File: src/tks_pkg.sv
// Shared types, codes and sizes of the top-k score selector.
package tks_pkg;

	localparam int unsigned ID_W        = 16;
	localparam int unsigned SCORE_W     = 15;
	localparam int unsigned IN_SCORE_W  = 16;
	localparam int unsigned KEEP_DEF    = 16;
	localparam int unsigned MAX_OUT     = 16;

	localparam logic [1:0] ACT_CLEAR = 2'd0;
	localparam logic [1:0] ACT_OFFER = 2'd1;
	localparam logic [1:0] ACT_EMIT  = 2'd2;

	// one input item
	typedef struct packed {
		logic [1:0]                    action;
		logic [ID_W-1:0]               item_id;
		logic signed [IN_SCORE_W-1:0]  score;
	} tks_in_t;

	// one result item
	typedef struct packed {
		logic               found;
		logic [ID_W-1:0]    out_id;
		logic [SCORE_W-1:0] out_score;
		logic               last;
	} tks_out_t;

	// one table slot
	typedef struct packed {
		logic [ID_W-1:0]    id;
		logic [SCORE_W-1:0] score;
	} tks_slot_t;

	// scan modes of the shared compare unit
	typedef enum logic {
		MODE_MIN = 1'b0,
		MODE_MAX = 1'b1
	} tks_mode_t;

	// control of the compare unit from the sequencer
	typedef struct packed {
		logic      clr;
		logic      take;
		tks_mode_t mode;
	} tks_trk_ctrl_t;

endpackage

File: src/tks_ram.sv
// Generic single-write, single-read RAM with registered read data.
module tks_ram #(
	parameter int unsigned WIDTH = 31,
	parameter int unsigned DEPTH = 16,
	localparam int unsigned AW = (DEPTH > 1) ? $clog2(DEPTH) : 1
) (
	input  logic             clk,
	input  logic             we,
	input  logic [AW-1:0]    waddr,
	input  logic [WIDTH-1:0] wdata,
	input  logic [AW-1:0]    raddr,
	output logic [WIDTH-1:0] rdata
);

	logic [WIDTH-1:0] mem_q [DEPTH];

	// write one entry, register the read
	always_ff @(posedge clk) begin
		if (we) begin
			mem_q[waddr] <= wdata;
		end
		rdata <= mem_q[raddr];
	end

endmodule

File: src/tks_track.sv
// Shared compare unit: tracks the minimum or the next-best slot over a table scan.
module tks_track #(
	parameter int unsigned DEPTH = tks_pkg::KEEP_DEF,
	localparam int unsigned IW = (DEPTH > 1) ? $clog2(DEPTH) : 1
) (
	input  logic                           clk,
	input  logic                           arst_n,
	input  tks_pkg::tks_trk_ctrl_t         ctrl,
	input  logic [IW-1:0]                  slot,
	input  tks_pkg::tks_slot_t             entry,
	input  logic                           prev_valid,
	input  logic [tks_pkg::SCORE_W-1:0]    prev_score,
	input  logic [IW-1:0]                  prev_slot,
	output tks_pkg::tks_slot_t             best,
	output logic [IW-1:0]                  best_slot
);

	import tks_pkg::*;

	logic      has_q;
	tks_slot_t best_q;
	logic [IW-1:0] slot_q;
	logic      eligible;
	logic      upd;

	// decide whether the entry on the bus replaces the held one
	always_comb begin
		eligible = !prev_valid || (entry.score < prev_score) ||
			((entry.score == prev_score) && (slot > prev_slot));
		unique case (ctrl.mode)
			MODE_MIN: upd = !has_q || (entry.score < best_q.score);
			MODE_MAX: upd = eligible && (!has_q || (entry.score > best_q.score));
			default:  upd = 1'b0;
		endcase
	end

	// hold flag: a candidate has been seen in this pass
	always_ff @(posedge clk or negedge arst_n) begin
		if (!arst_n) begin
			has_q <= 1'b0;
		end else if (ctrl.clr) begin
			has_q <= 1'b0;
		end else if (ctrl.take && upd) begin
			has_q <= 1'b1;
		end
	end

	// hold the candidate payload
	always_ff @(posedge clk) begin
		if (!ctrl.clr && ctrl.take && upd) begin
			best_q <= entry;
			slot_q <= slot;
		end
	end

	assign best      = best_q;
	assign best_slot = slot_q;

endmodule

File: src/top_k_score_selector_top.sv
// Top level of the top-k score selector: sequencer, slot table and compare unit.
//
// Keeps the KEEP_COUNT best scored items offered. An item is taken when start
// is high and busy is low. A clear, an offer with a score of zero or below, and
// an offer while the table still has a free slot leave busy low. An offer to a
// full table walks all slots through the single compare unit to find the first
// lowest score: busy stays high while each slot is read in ST_SCAN and its
// registered read data taken, and while ST_DECIDE makes the write decision. An
// emit with n kept items runs min(n, 16) passes over the table and puts out one
// result per pass in descending score order (equal scores by slot); an emit on
// an empty table gives one result with found low in the cycle after it is
// taken. Each result is shown for one cycle under strobe and must be taken
// then: the receiver cannot hold results off.
module top_k_score_selector_top #(
	parameter int unsigned KEEP_COUNT = tks_pkg::KEEP_DEF
) (
	input  logic              clk,
	input  logic              arst_n,
	input  logic              start,
	output logic              busy,
	input  tks_pkg::tks_in_t  item,
	output logic              strobe,
	output tks_pkg::tks_out_t result
);

	import tks_pkg::*;

	localparam int unsigned IW = (KEEP_COUNT > 1) ? $clog2(KEEP_COUNT) : 1;
	localparam int unsigned CW = $clog2(KEEP_COUNT + 1);
	localparam int unsigned LW = $clog2(MAX_OUT + 1);
	localparam int unsigned SLOT_W = ID_W + SCORE_W;

	typedef enum logic [3:0] {
		ST_IDLE   = 4'b0001,
		ST_SCAN   = 4'b0010,
		ST_DECIDE = 4'b0100,
		ST_EOUT   = 4'b1000
	} tks_state_t;

	tks_state_t     state_q;
	logic [CW-1:0]  count_q;
	logic [CW-1:0]  cnt_q;
	logic [CW-1:0]  len_q;
	tks_mode_t      mode_q;
	logic           valid_s1;
	logic [IW-1:0]  idx_s1;
	logic [LW-1:0]  emitted_q;
	logic [LW-1:0]  lim_q;
	logic           prev_valid_q;
	logic [SCORE_W-1:0] prev_score_q;
	logic [IW-1:0]  prev_slot_q;
	logic [ID_W-1:0]    offer_id_q;
	logic [SCORE_W-1:0] offer_score_q;
	logic           strobe_q;
	tks_out_t       result_q;

	logic           accept;
	logic           score_ok;
	logic           full;
	logic           scan_done;
	logic           last_out;
	logic           ram_we;
	logic [IW-1:0]  ram_waddr;
	tks_slot_t      ram_wdata;
	logic [SLOT_W-1:0] ram_rdata;
	tks_slot_t      rd_entry;
	tks_trk_ctrl_t  trk_ctrl;
	tks_slot_t      best;
	logic [IW-1:0]  best_slot;

	assign busy      = (state_q != ST_IDLE);
	assign accept    = start && !busy;
	assign score_ok  = !item.score[IN_SCORE_W-1] && (item.score != '0);
	assign full      = (count_q == CW'(KEEP_COUNT));
	assign scan_done = (cnt_q == len_q);
	assign last_out  = ((emitted_q + LW'(1)) == lim_q);
	assign rd_entry  = tks_slot_t'(ram_rdata);

	// pick the table write: fill a free slot, or replace the lowest slot if the offer beats it
	always_comb begin
		ram_we    = 1'b0;
		ram_waddr = count_q[IW-1:0];
		ram_wdata = '{id: item.item_id, score: item.score[SCORE_W-1:0]};
		if (accept && (item.action == ACT_OFFER) && score_ok && !full) begin
			ram_we = 1'b1;
		end else if ((state_q == ST_DECIDE) && (offer_score_q > best.score)) begin
			ram_we    = 1'b1;
			ram_waddr = best_slot;
			ram_wdata = '{id: offer_id_q, score: offer_score_q};
		end
	end

	// drive the compare unit: clear on entry to a pass, take each read
	always_comb begin
		trk_ctrl.mode = mode_q;
		trk_ctrl.take = (state_q == ST_SCAN) && valid_s1;
		trk_ctrl.clr  = 1'b0;
		if (accept && (item.action == ACT_OFFER) && score_ok && full) begin
			trk_ctrl.clr = 1'b1;
		end else if (accept && (item.action == ACT_EMIT) && (count_q != '0)) begin
			trk_ctrl.clr = 1'b1;
		end else if ((state_q == ST_EOUT) && !last_out) begin
			trk_ctrl.clr = 1'b1;
		end
	end

	// sequencer and control state
	always_ff @(posedge clk or negedge arst_n) begin
		if (!arst_n) begin
			state_q      <= ST_IDLE;
			count_q      <= '0;
			cnt_q        <= '0;
			len_q        <= '0;
			mode_q       <= MODE_MIN;
			valid_s1     <= 1'b0;
			emitted_q    <= '0;
			lim_q        <= '0;
			prev_valid_q <= 1'b0;
			strobe_q     <= 1'b0;
		end else begin
			// raise the strobe after an output step or an empty-table emit
			strobe_q <= (state_q == ST_EOUT) ||
				(accept && (item.action == ACT_EMIT) && (count_q == '0));
			valid_s1 <= (state_q == ST_SCAN) && !scan_done;
			unique case (state_q)
				ST_IDLE: begin
					if (accept) begin
						case (item.action)
							ACT_CLEAR: count_q <= '0;
							ACT_OFFER: begin
								if (score_ok && !full) begin
									count_q <= count_q + CW'(1);
								end else if (score_ok) begin
									mode_q  <= MODE_MIN;
									len_q   <= CW'(KEEP_COUNT);
									cnt_q   <= '0;
									state_q <= ST_SCAN;
								end
							end
							ACT_EMIT: begin
								if (count_q != '0) begin
									mode_q       <= MODE_MAX;
									len_q        <= count_q;
									cnt_q        <= '0;
									emitted_q    <= '0;
									prev_valid_q <= 1'b0;
									if (int'(count_q) > MAX_OUT) begin
										lim_q <= LW'(MAX_OUT);
									end else begin
										lim_q <= LW'(count_q);
									end
									state_q <= ST_SCAN;
								end
							end
							default: ;
						endcase
					end
				end
				ST_SCAN: begin
					if (scan_done) begin
						state_q <= (mode_q == MODE_MIN) ? ST_DECIDE : ST_EOUT;
					end else begin
						cnt_q <= cnt_q + CW'(1);
					end
				end
				ST_DECIDE: begin
					state_q <= ST_IDLE;
				end
				ST_EOUT: begin
					prev_valid_q <= 1'b1;
					emitted_q    <= emitted_q + LW'(1);
					cnt_q        <= '0;
					state_q      <= last_out ? ST_IDLE : ST_SCAN;
				end
				default: state_q <= ST_IDLE;
			endcase
		end
	end

	// payload registers: offer under test, previous result, read slot, result
	always_ff @(posedge clk) begin
		idx_s1 <= cnt_q[IW-1:0];
		if (accept) begin
			offer_id_q    <= item.item_id;
			offer_score_q <= item.score[SCORE_W-1:0];
		end
		if (accept && (item.action == ACT_EMIT) && (count_q == '0)) begin
			result_q <= '{found: 1'b0, out_id: '0, out_score: '0, last: 1'b1};
		end else if (state_q == ST_EOUT) begin
			result_q <= '{found: 1'b1, out_id: best.id, out_score: best.score,
				last: last_out};
			prev_score_q <= best.score;
			prev_slot_q  <= best_slot;
		end
	end

	tks_ram #(
		.WIDTH(SLOT_W),
		.DEPTH(KEEP_COUNT)
	) u_ram (
		.clk   (clk),
		.we    (ram_we),
		.waddr (ram_waddr),
		.wdata (SLOT_W'(ram_wdata)),
		.raddr (cnt_q[IW-1:0]),
		.rdata (ram_rdata)
	);

	tks_track #(
		.DEPTH(KEEP_COUNT)
	) u_track (
		.clk        (clk),
		.arst_n     (arst_n),
		.ctrl       (trk_ctrl),
		.slot       (idx_s1),
		.entry      (rd_entry),
		.prev_valid (prev_valid_q),
		.prev_score (prev_score_q),
		.prev_slot  (prev_slot_q),
		.best       (best),
		.best_slot  (best_slot)
	);

	assign strobe = strobe_q;
	assign result = result_q;

	// the fill count never passes the table size
	a_count_bound: assert property (@(posedge clk) disable iff (!arst_n)
		int'(count_q) <= KEEP_COUNT)
		else $error("fill count beyond table size");

	// an empty-table result always closes the run
	a_empty_last: assert property (@(posedge clk) disable iff (!arst_n)
		strobe && !result.found |-> result.last)
		else $error("empty result without last");

	// the table is written only on a fill or at the replace decision
	a_write_src: assert property (@(posedge clk) disable iff (!arst_n)
		ram_we |-> (state_q == ST_IDLE) || (state_q == ST_DECIDE))
		else $error("table write outside fill or replace");

	// a result follows an output step or an empty emit
	a_strobe_src: assert property (@(posedge clk) disable iff (!arst_n)
		strobe |-> $past(state_q == ST_EOUT) || $past(accept))
		else $error("result strobe without cause");

endmodule
File: config.mk
export PLATFORM = sky130hd
export DESIGN_NAME = top_k_score_selector_top
export DESIGN_NICKNAME = d
export VERILOG_FILES = /design/src/tks_pkg.sv /design/src/tks_ram.sv /design/src/tks_track.sv /design/src/top_k_score_selector_top.sv
export SDC_FILE = /design/constraint.sdc
export NUM_CORES = 1
export LEC_CHECK = 0
export BUFFER_PORTS_ARGS = -buffer_cell sky130_fd_sc_hd__buf_2
export CORE_MARGIN = 4
export CORE_UTILIZATION = 35
export CTS_BUF_LIST = sky130_fd_sc_hd__clkbuf_8 sky130_fd_sc_hd__clkbuf_16
export DETAILED_ROUTE_END_ITERATION = 8
export GPL_ROUTABILITY_DRIVEN = 0
export PLACE_DENSITY = 0.61
export SYNTH_ARGS = -nofsm -noshare
export SYNTH_HDL_FRONTEND = slang
export SYNTH_HIERARCHICAL = 1
export SYNTH_SLANG_ARGS = --single-unit
File: constraint.sdc
create_clock -name clk -period 6.8 [get_ports clk]
set_clock_uncertainty 0.2 [all_clocks]
set_input_delay 0.68 -clock clk [delete_from_list [all_inputs] [get_ports clk]]
set_output_delay 0.68 -clock clk [all_outputs]
set_load 0.01 [all_outputs]
* Word level (Yosys, flattened, before mapping)
Memory sizes are Yosys's and may differ from the RTL's. A register that Yosys moved wholly into a read port is not among the register bits.
Cells that the tools add are included.
** Storage, ports and cells
- Input port bits :: 37
- Register bits after elaboration :: 156
- Output and inout bits :: 35
- Logic and storage cells :: 155
- Bits in writable memories :: 496
- Memories kept :: 1
** Operators by class
- Bitwise operators :: 2
- Order comparisons :: 6
- $add $sub $neg :: 3
- Reductions and logical operators :: 48
- Equality and inequality tests :: 24
- Muxes and demuxes :: 48
** Memories
- u_ram.mem_q :: words 16, bits a word 31, rd ports 1, clocked after memory_dff 1, wr ports 1, RTL line tks_ram.sv:15 : logic [WIDTH-1:0] mem_q [DEPTH];
** Operator list (number)
- 31-bit two-way mux :: 2
- 5-bit two-way mux :: 12
- 5-bit case mux with 2 select lines :: 4
- 4-bit two-way mux :: 8
- 15-bit > comparator :: 2
- 15-bit less-than comparator :: 2
- 1-bit logical AND :: 19
- 2-bit inequality test (second input constant) :: 8
- 16-bit nonzero test :: 1
- 5-bit by 1-bit adder with 5-bit output (second input constant) :: 3
- 15-bit == test :: 1
- 1-bit two-way mux :: 15
- 5-bit case mux with 3 select lines :: 1
- 3-bit inequality test (second input constant) :: 4
- 4-bit case mux with 3 select lines :: 1
- 4-bit AND reduction :: 3
- 6-bit AND reduction :: 2
- 5-bit == test :: 2
- 1-bit zero test :: 8
- 4-bit case mux with 2 select lines :: 1
- 2-bit nonzero test :: 4
- 7-bit AND reduction :: 1
- 1-bit case mux with 2 select lines :: 3
- 5-bit == test (second input constant) :: 1
- 18 further kinds :: 23

* Longest topological paths before layout
- Depth after elaboration :: 10
- Depth in mapped cells :: 11
- Mapped depth without buffers :: 9

* Modules after synthesis
The synthesis kept the hierarchy.
** By module, submodules not included
- tks_ram :: cells each 812, instances 1, area each 19248.5 um^2, seq. area each 15514.9 um^2
- top_k_score_selector_top :: cells each 484, instances 1, area each 5595.4 um^2, seq. area each 3069.2 um^2
- tks_track :: cells each 167, instances 1, area each 2006.9 um^2, seq. area each 1076.0 um^2

* Worst setup path after synthesis
No wires, ideal clock.
- Path type :: register -> register
- From :: register count_q[0]
- To :: register u_track.best_q (netlist bit u_track/best[0]) (enable)
- Path slack :: 838 ps
- Stages on the path, launching flop included :: 9
- Arrival time :: 5247 ps
- Required time :: 6085 ps
- Buffers on the path :: 1
- Period minus slack after synthesis :: 5962 ps
- Setup time :: 515 ps
- Cells stage by stage :: dfrtp_1 inv_1 ha_1 or4b_1 nand3_4 buf_2 o311ai_0 nand2b_1 nor4_1
** RTL lines
- from (decl) :: RTL line top_k_score_selector_top.sv:41 : logic [CW-1:0] count_q;
- from (signal assigned) :: RTL line top_k_score_selector_top.sv:132 : count_q <= count_q + CW'(1);
- to (signal assigned) :: RTL line tks_track.sv:51 : best_q <= entry;
- to (decl) :: RTL line tks_track.sv:21 : tks_slot_t best_q;

* Final worst setup path
- From :: register u_track.best_q (netlist bit u_track/best[14])
- To :: memory u_ram.mem_q[2][25] (enable)
** On the way
- Elaborated cells on any way between the ends :: 8
- Those cells by class :: order compare: 1; mux: 6; reduce/logical: 1
** RTL lines
- 15-bit > comparator :: RTL line top_k_score_selector_top.sv:86 : end else if ((state_q == ST_DECIDE) && (offer_score_q > best.score)) begin
- 1-bit logical AND :: RTL line top_k_score_selector_top.sv:86
- 4-bit two-way mux :: RTL line top_k_score_selector_top.sv:86
- 4-bit two-way mux :: RTL line top_k_score_selector_top.sv:84 : if (accept && (item.action == ACT_OFFER) && score_ok && !full) begin
- via ram_waddr[3] :: RTL line top_k_score_selector_top.sv:63 : logic [IW-1:0] ram_waddr;
- to (decl) :: RTL line tks_ram.sv:15
The timed path passes the listed nets, and every way through them passes these cells.

==> metrics.cfg <==
[global_routing]
grt-ovfl-total = 0
grt_max_degree = 94
grt_pass1_wl_mm = 90.27
grt_pass1_vias = 14160
grtUsageTotal_pct = 14.60
antenna_found_initial = 4

[setup_path]
arrival_ps = 4840
crit_type = reg2reg
cp_cell_sequence = inv_1, ha_1, and3_1, nand4_1, nor3_1, a311o_2, buf_4, mux2_2, or3b_1, nor2_4
critPathTopFamily = simple AND/OR/NAND/NOR gates
crit_path_max_fanout = 31
path_buf_inv = 2
end_kind = flop
cp_slowest_stage_delay_ps = 930
setup.worst_path.start_class = flop
required_ps = 6810
slowest_stage = nor2_4

[floorplanning]
start_util_pct = 35.35
ioPinCount = 72
die_x_um = 285.0
die_area_sq_um = 81210
rows = 101
coreArea_sq_um = 75950
die_h_um = 285.0

[synth]
yosysSeqAreaShare_pct = 73.22
yosysTopAreaCellShare_pct = 64.98
async_reset_ff_share_pct = 4.978
synthesis.area_sq_um = 26850
syn_nets = 1556
yosys_most_used_dff = edfxtp_1
synth-seq-cells = 683
synth_edf_count = 581
yosysTopAreaCell = edfxtp_1
yosysWarnings = 6
syn_area_per_cell_sq_um = 18.35
syn_inst = 1463
synth.distinct_cells = 70
synth.area.top_cells = edfxtp_1 (65%), mux4_2 (10%), dfxtp_1 (5.1%), dfrtp_1 (3.1%), ha_1 (2.6%)

[timing]
setup-tns-final_ps = 0
rsz0062_at_grt = no
period_minus_slack_ps = 4828
slew_headroom_pct = 15.11
report.final.slew_viol_count = 0
clock.fmax_mhz = 207.1
setup-violations-final = 0
finalCritPeriodShare_pct = 70.99
finalHoldViolCount = 0
worst_pin_slew_ps = 1270

[layout]
synthToLayoutAreaGrowth_pct = 14.48
final_nets = 1655
drive_gt1_share_pct = 24.09
antenna_cells = 0
stdcell_area_sq_um = 30740

[clock_network]
clock_path_buffers = 3
clk_pin_slew_ps = 60
cts.sinks = 683
clk-insertion-delay-late_ps = 600
cts-htree-levels = 3
cts_setup_buffers = 0
cts_buffers = 69
clockRootBuffer = clkbuf_16
cts_tree = built

[routing]
viasPerCell = 5.193
via_count = 13740
wl_per_cell_um = 22.44
wirelength_mm = 59.36
drt_iter0_drc = 1384
antenna_left = 0
drc = 0
drtPass1Iterations = 5

[pwr]
max-vdd-ir-drop_v = 0.0003438
p_per_area_nw_per_um2 = 354.6
p_leak_nw = 10.50

[job]
timing.max_cap.violations = 0

[placement]
numPortBuffers = 71
place_hpwl_mm = 35.07
placed_cell_area_sq_um = 28460

[run_status]
run_status = complete, no violations

[hold_path]
hp-class = in2reg

[cell usage after synthesis, types with 4 or more instances]
| cell | number |
|---|---|
| edfxtp_1 | 581 |
| mux4_2 | 124 |
| nand2_1 | 117 |
| dfxtp_1 | 68 |
| a22oi_1 | 63 |
| inv_1 | 62 |
| ha_1 | 56 |
| o21ai_0 | 43 |
| dfrtp_1 | 33 |
| clkbuf_1 | 31 |
| mux2_4 | 29 |
| nor2_1 | 29 |
| a21oi_1 | 28 |
| buf_2 | 20 |
| nand3_1 | 14 |
| o22ai_1 | 14 |
| buf_6 | 10 |
| nand4_1 | 10 |
| nand2b_1 | 9 |
| nor3_1 | 9 |
| xor2_1 | 8 |
| mux2_2 | 7 |
| xnor2_1 | 7 |
| a31oi_1 | 6 |
| and3_1 | 6 |
| and2_1 | 5 |
| nand3b_1 | 5 |
| nor4_1 | 5 |
| o211ai_1 | 5 |
| or3_1 | 4 |
[power by group]
part / internal [W] / switching (W) / total [W]
registers: 0.00482 / 0.000285 / 0.00510
logic: 0.000930 / 0.00110 / 0.00203
clock network: 0.00219 / 0.00157 / 0.00376
[metal layers]
| layer | wire [um] | up-vias | track usage (%) |
|---|---|---|---|
| li1 | - | 6006 | - |
| met1 | 26810 | 7229 | 20.75 |
| met2 | 27900 | 419 | 23.17 |
| met3 | 3565 | 82 | 3.301 |
| met4 | 1085 | 0 | 3.169 |
| met5 | 0 | - | 0 |
[what timing repair did]
action	in CTS	in global routing
hold endpoints to repair	33	0
hold buffers	1	0
resized for setup	0	0
[flip-flops by register name (all words and copies together), names as in the netlist]
| name | flops |
|---|---|
| mode_q | 1 |
| idx_s1 | 4 |
| count_q | 5 |
| prev_valid_q | 1 |
| offer_id_q | 16 |
| u_track/has_q | 1 |
| strobe | 1 |
| prev_slot_q | 4 |
| prev_score_q | 15 |
| state_q | 4 |
| u_ram/rdata | 31 |
| u_track/best_slot | 4 |
| emitted_q | 5 |
| len_q | 5 |
| u_ram/mem_q | 496 |
| result | 33 |
| cnt_q | 5 |
| u_track/best | 31 |
| valid_s1 | 1 |
| lim_q | 5 |
| offer_score_q | 15 |
[cells in the final DEF (no fill, tap or decap), types with 4 or more instances in the layout]
master,netlist,routed
nand3b_1,5,5
and2_1,5,5
edfxtp_1,581,581
xnor2_1,7,7
mux4_2,124,124
nor3_2,0,4
nor3_1,9,5
nand2_1,117,117
buf_2,20,71
nand2b_1,9,9
and3_1,6,6
mux2_2,7,7
dfxtp_1,68,68
a21oi_1,28,28
buf_4,3,20
nand3_1,14,14
a31oi_1,6,6
o21ai_0,43,43
nor4_1,5,4
nor2_4,0,14
ha_1,56,56
nor2_1,29,15
clkinv_2,0,10
xor2_1,8,8
o22ai_1,14,14
bufinv_16,0,5
a22oi_1,63,63
clkinv_1,0,11
mux2_4,29,29
dfrtp_1,33,31
nand4_1,10,10
inv_1,62,77
clkbuf_16,0,74
or3_1,4,4
o211ai_1,5,5
[per-stage QoR]
step	total power [W]	worst slack [ps]	utilization, %	std cells	hold WS [ps]
floorplan	0.006597	838.2	-	1463	184.4
global placement	0.007218	2031	37.48	2520	191.0
detailed placement	0.007247	1923	37.48	2520	188.7
CTS	0.01102	1923	40.47	2645	36.39
global route	0.01143	1637	40.47	2645	39.48
finish	0.01090	1972	40.47	2645	72.03
[area by class of cell]
class / instances / area [sq um]
Timing Repair Buffer: 93 / 535.5
Sequential cell: 683 / 19670
Clock buffer: 77 / 1893
Clock inverter: 47 / 371.6
Fill cell: 6759 / 45210
Inverter: 63 / 241.5
Multi-Input combinational cell: 652 / 6741
Tap cell: 1030 / 1289
[kinds of logic after synthesis]
group	share of synthesized area, %
AO/OA/AOI/OAI	4.641
XOR/XNOR	0.5732
adder cells (fa/ha/maj)	2.609
buffers and inverters	2.223
flip-flops	73.22
multiplexers	12.43
AND/OR/NAND/NOR	4.306
[path summary, 6_finish.rpt]
kind / start / endpoint / slack, ps / cells after the start
max in group asynchronous: arst_n / cnt_q[0] / 5280 / 2
min in group asynchronous: arst_n / cnt_q[2] / 520 / 2
worst max register to register: u_track/best[14] / u_ram/mem_q[2][25] / 1970 / 10
worst max-delay path: u_track/best[14] / u_ram/mem_q[2][25] / 1970 / 10
worst min-delay path: item[16] / offer_id_q[0] / 70 / 1
worst min register to register: u_ram/rdata[28] / u_track/best[28] / 200 / 0
Power figures use the tool's default switching activity.
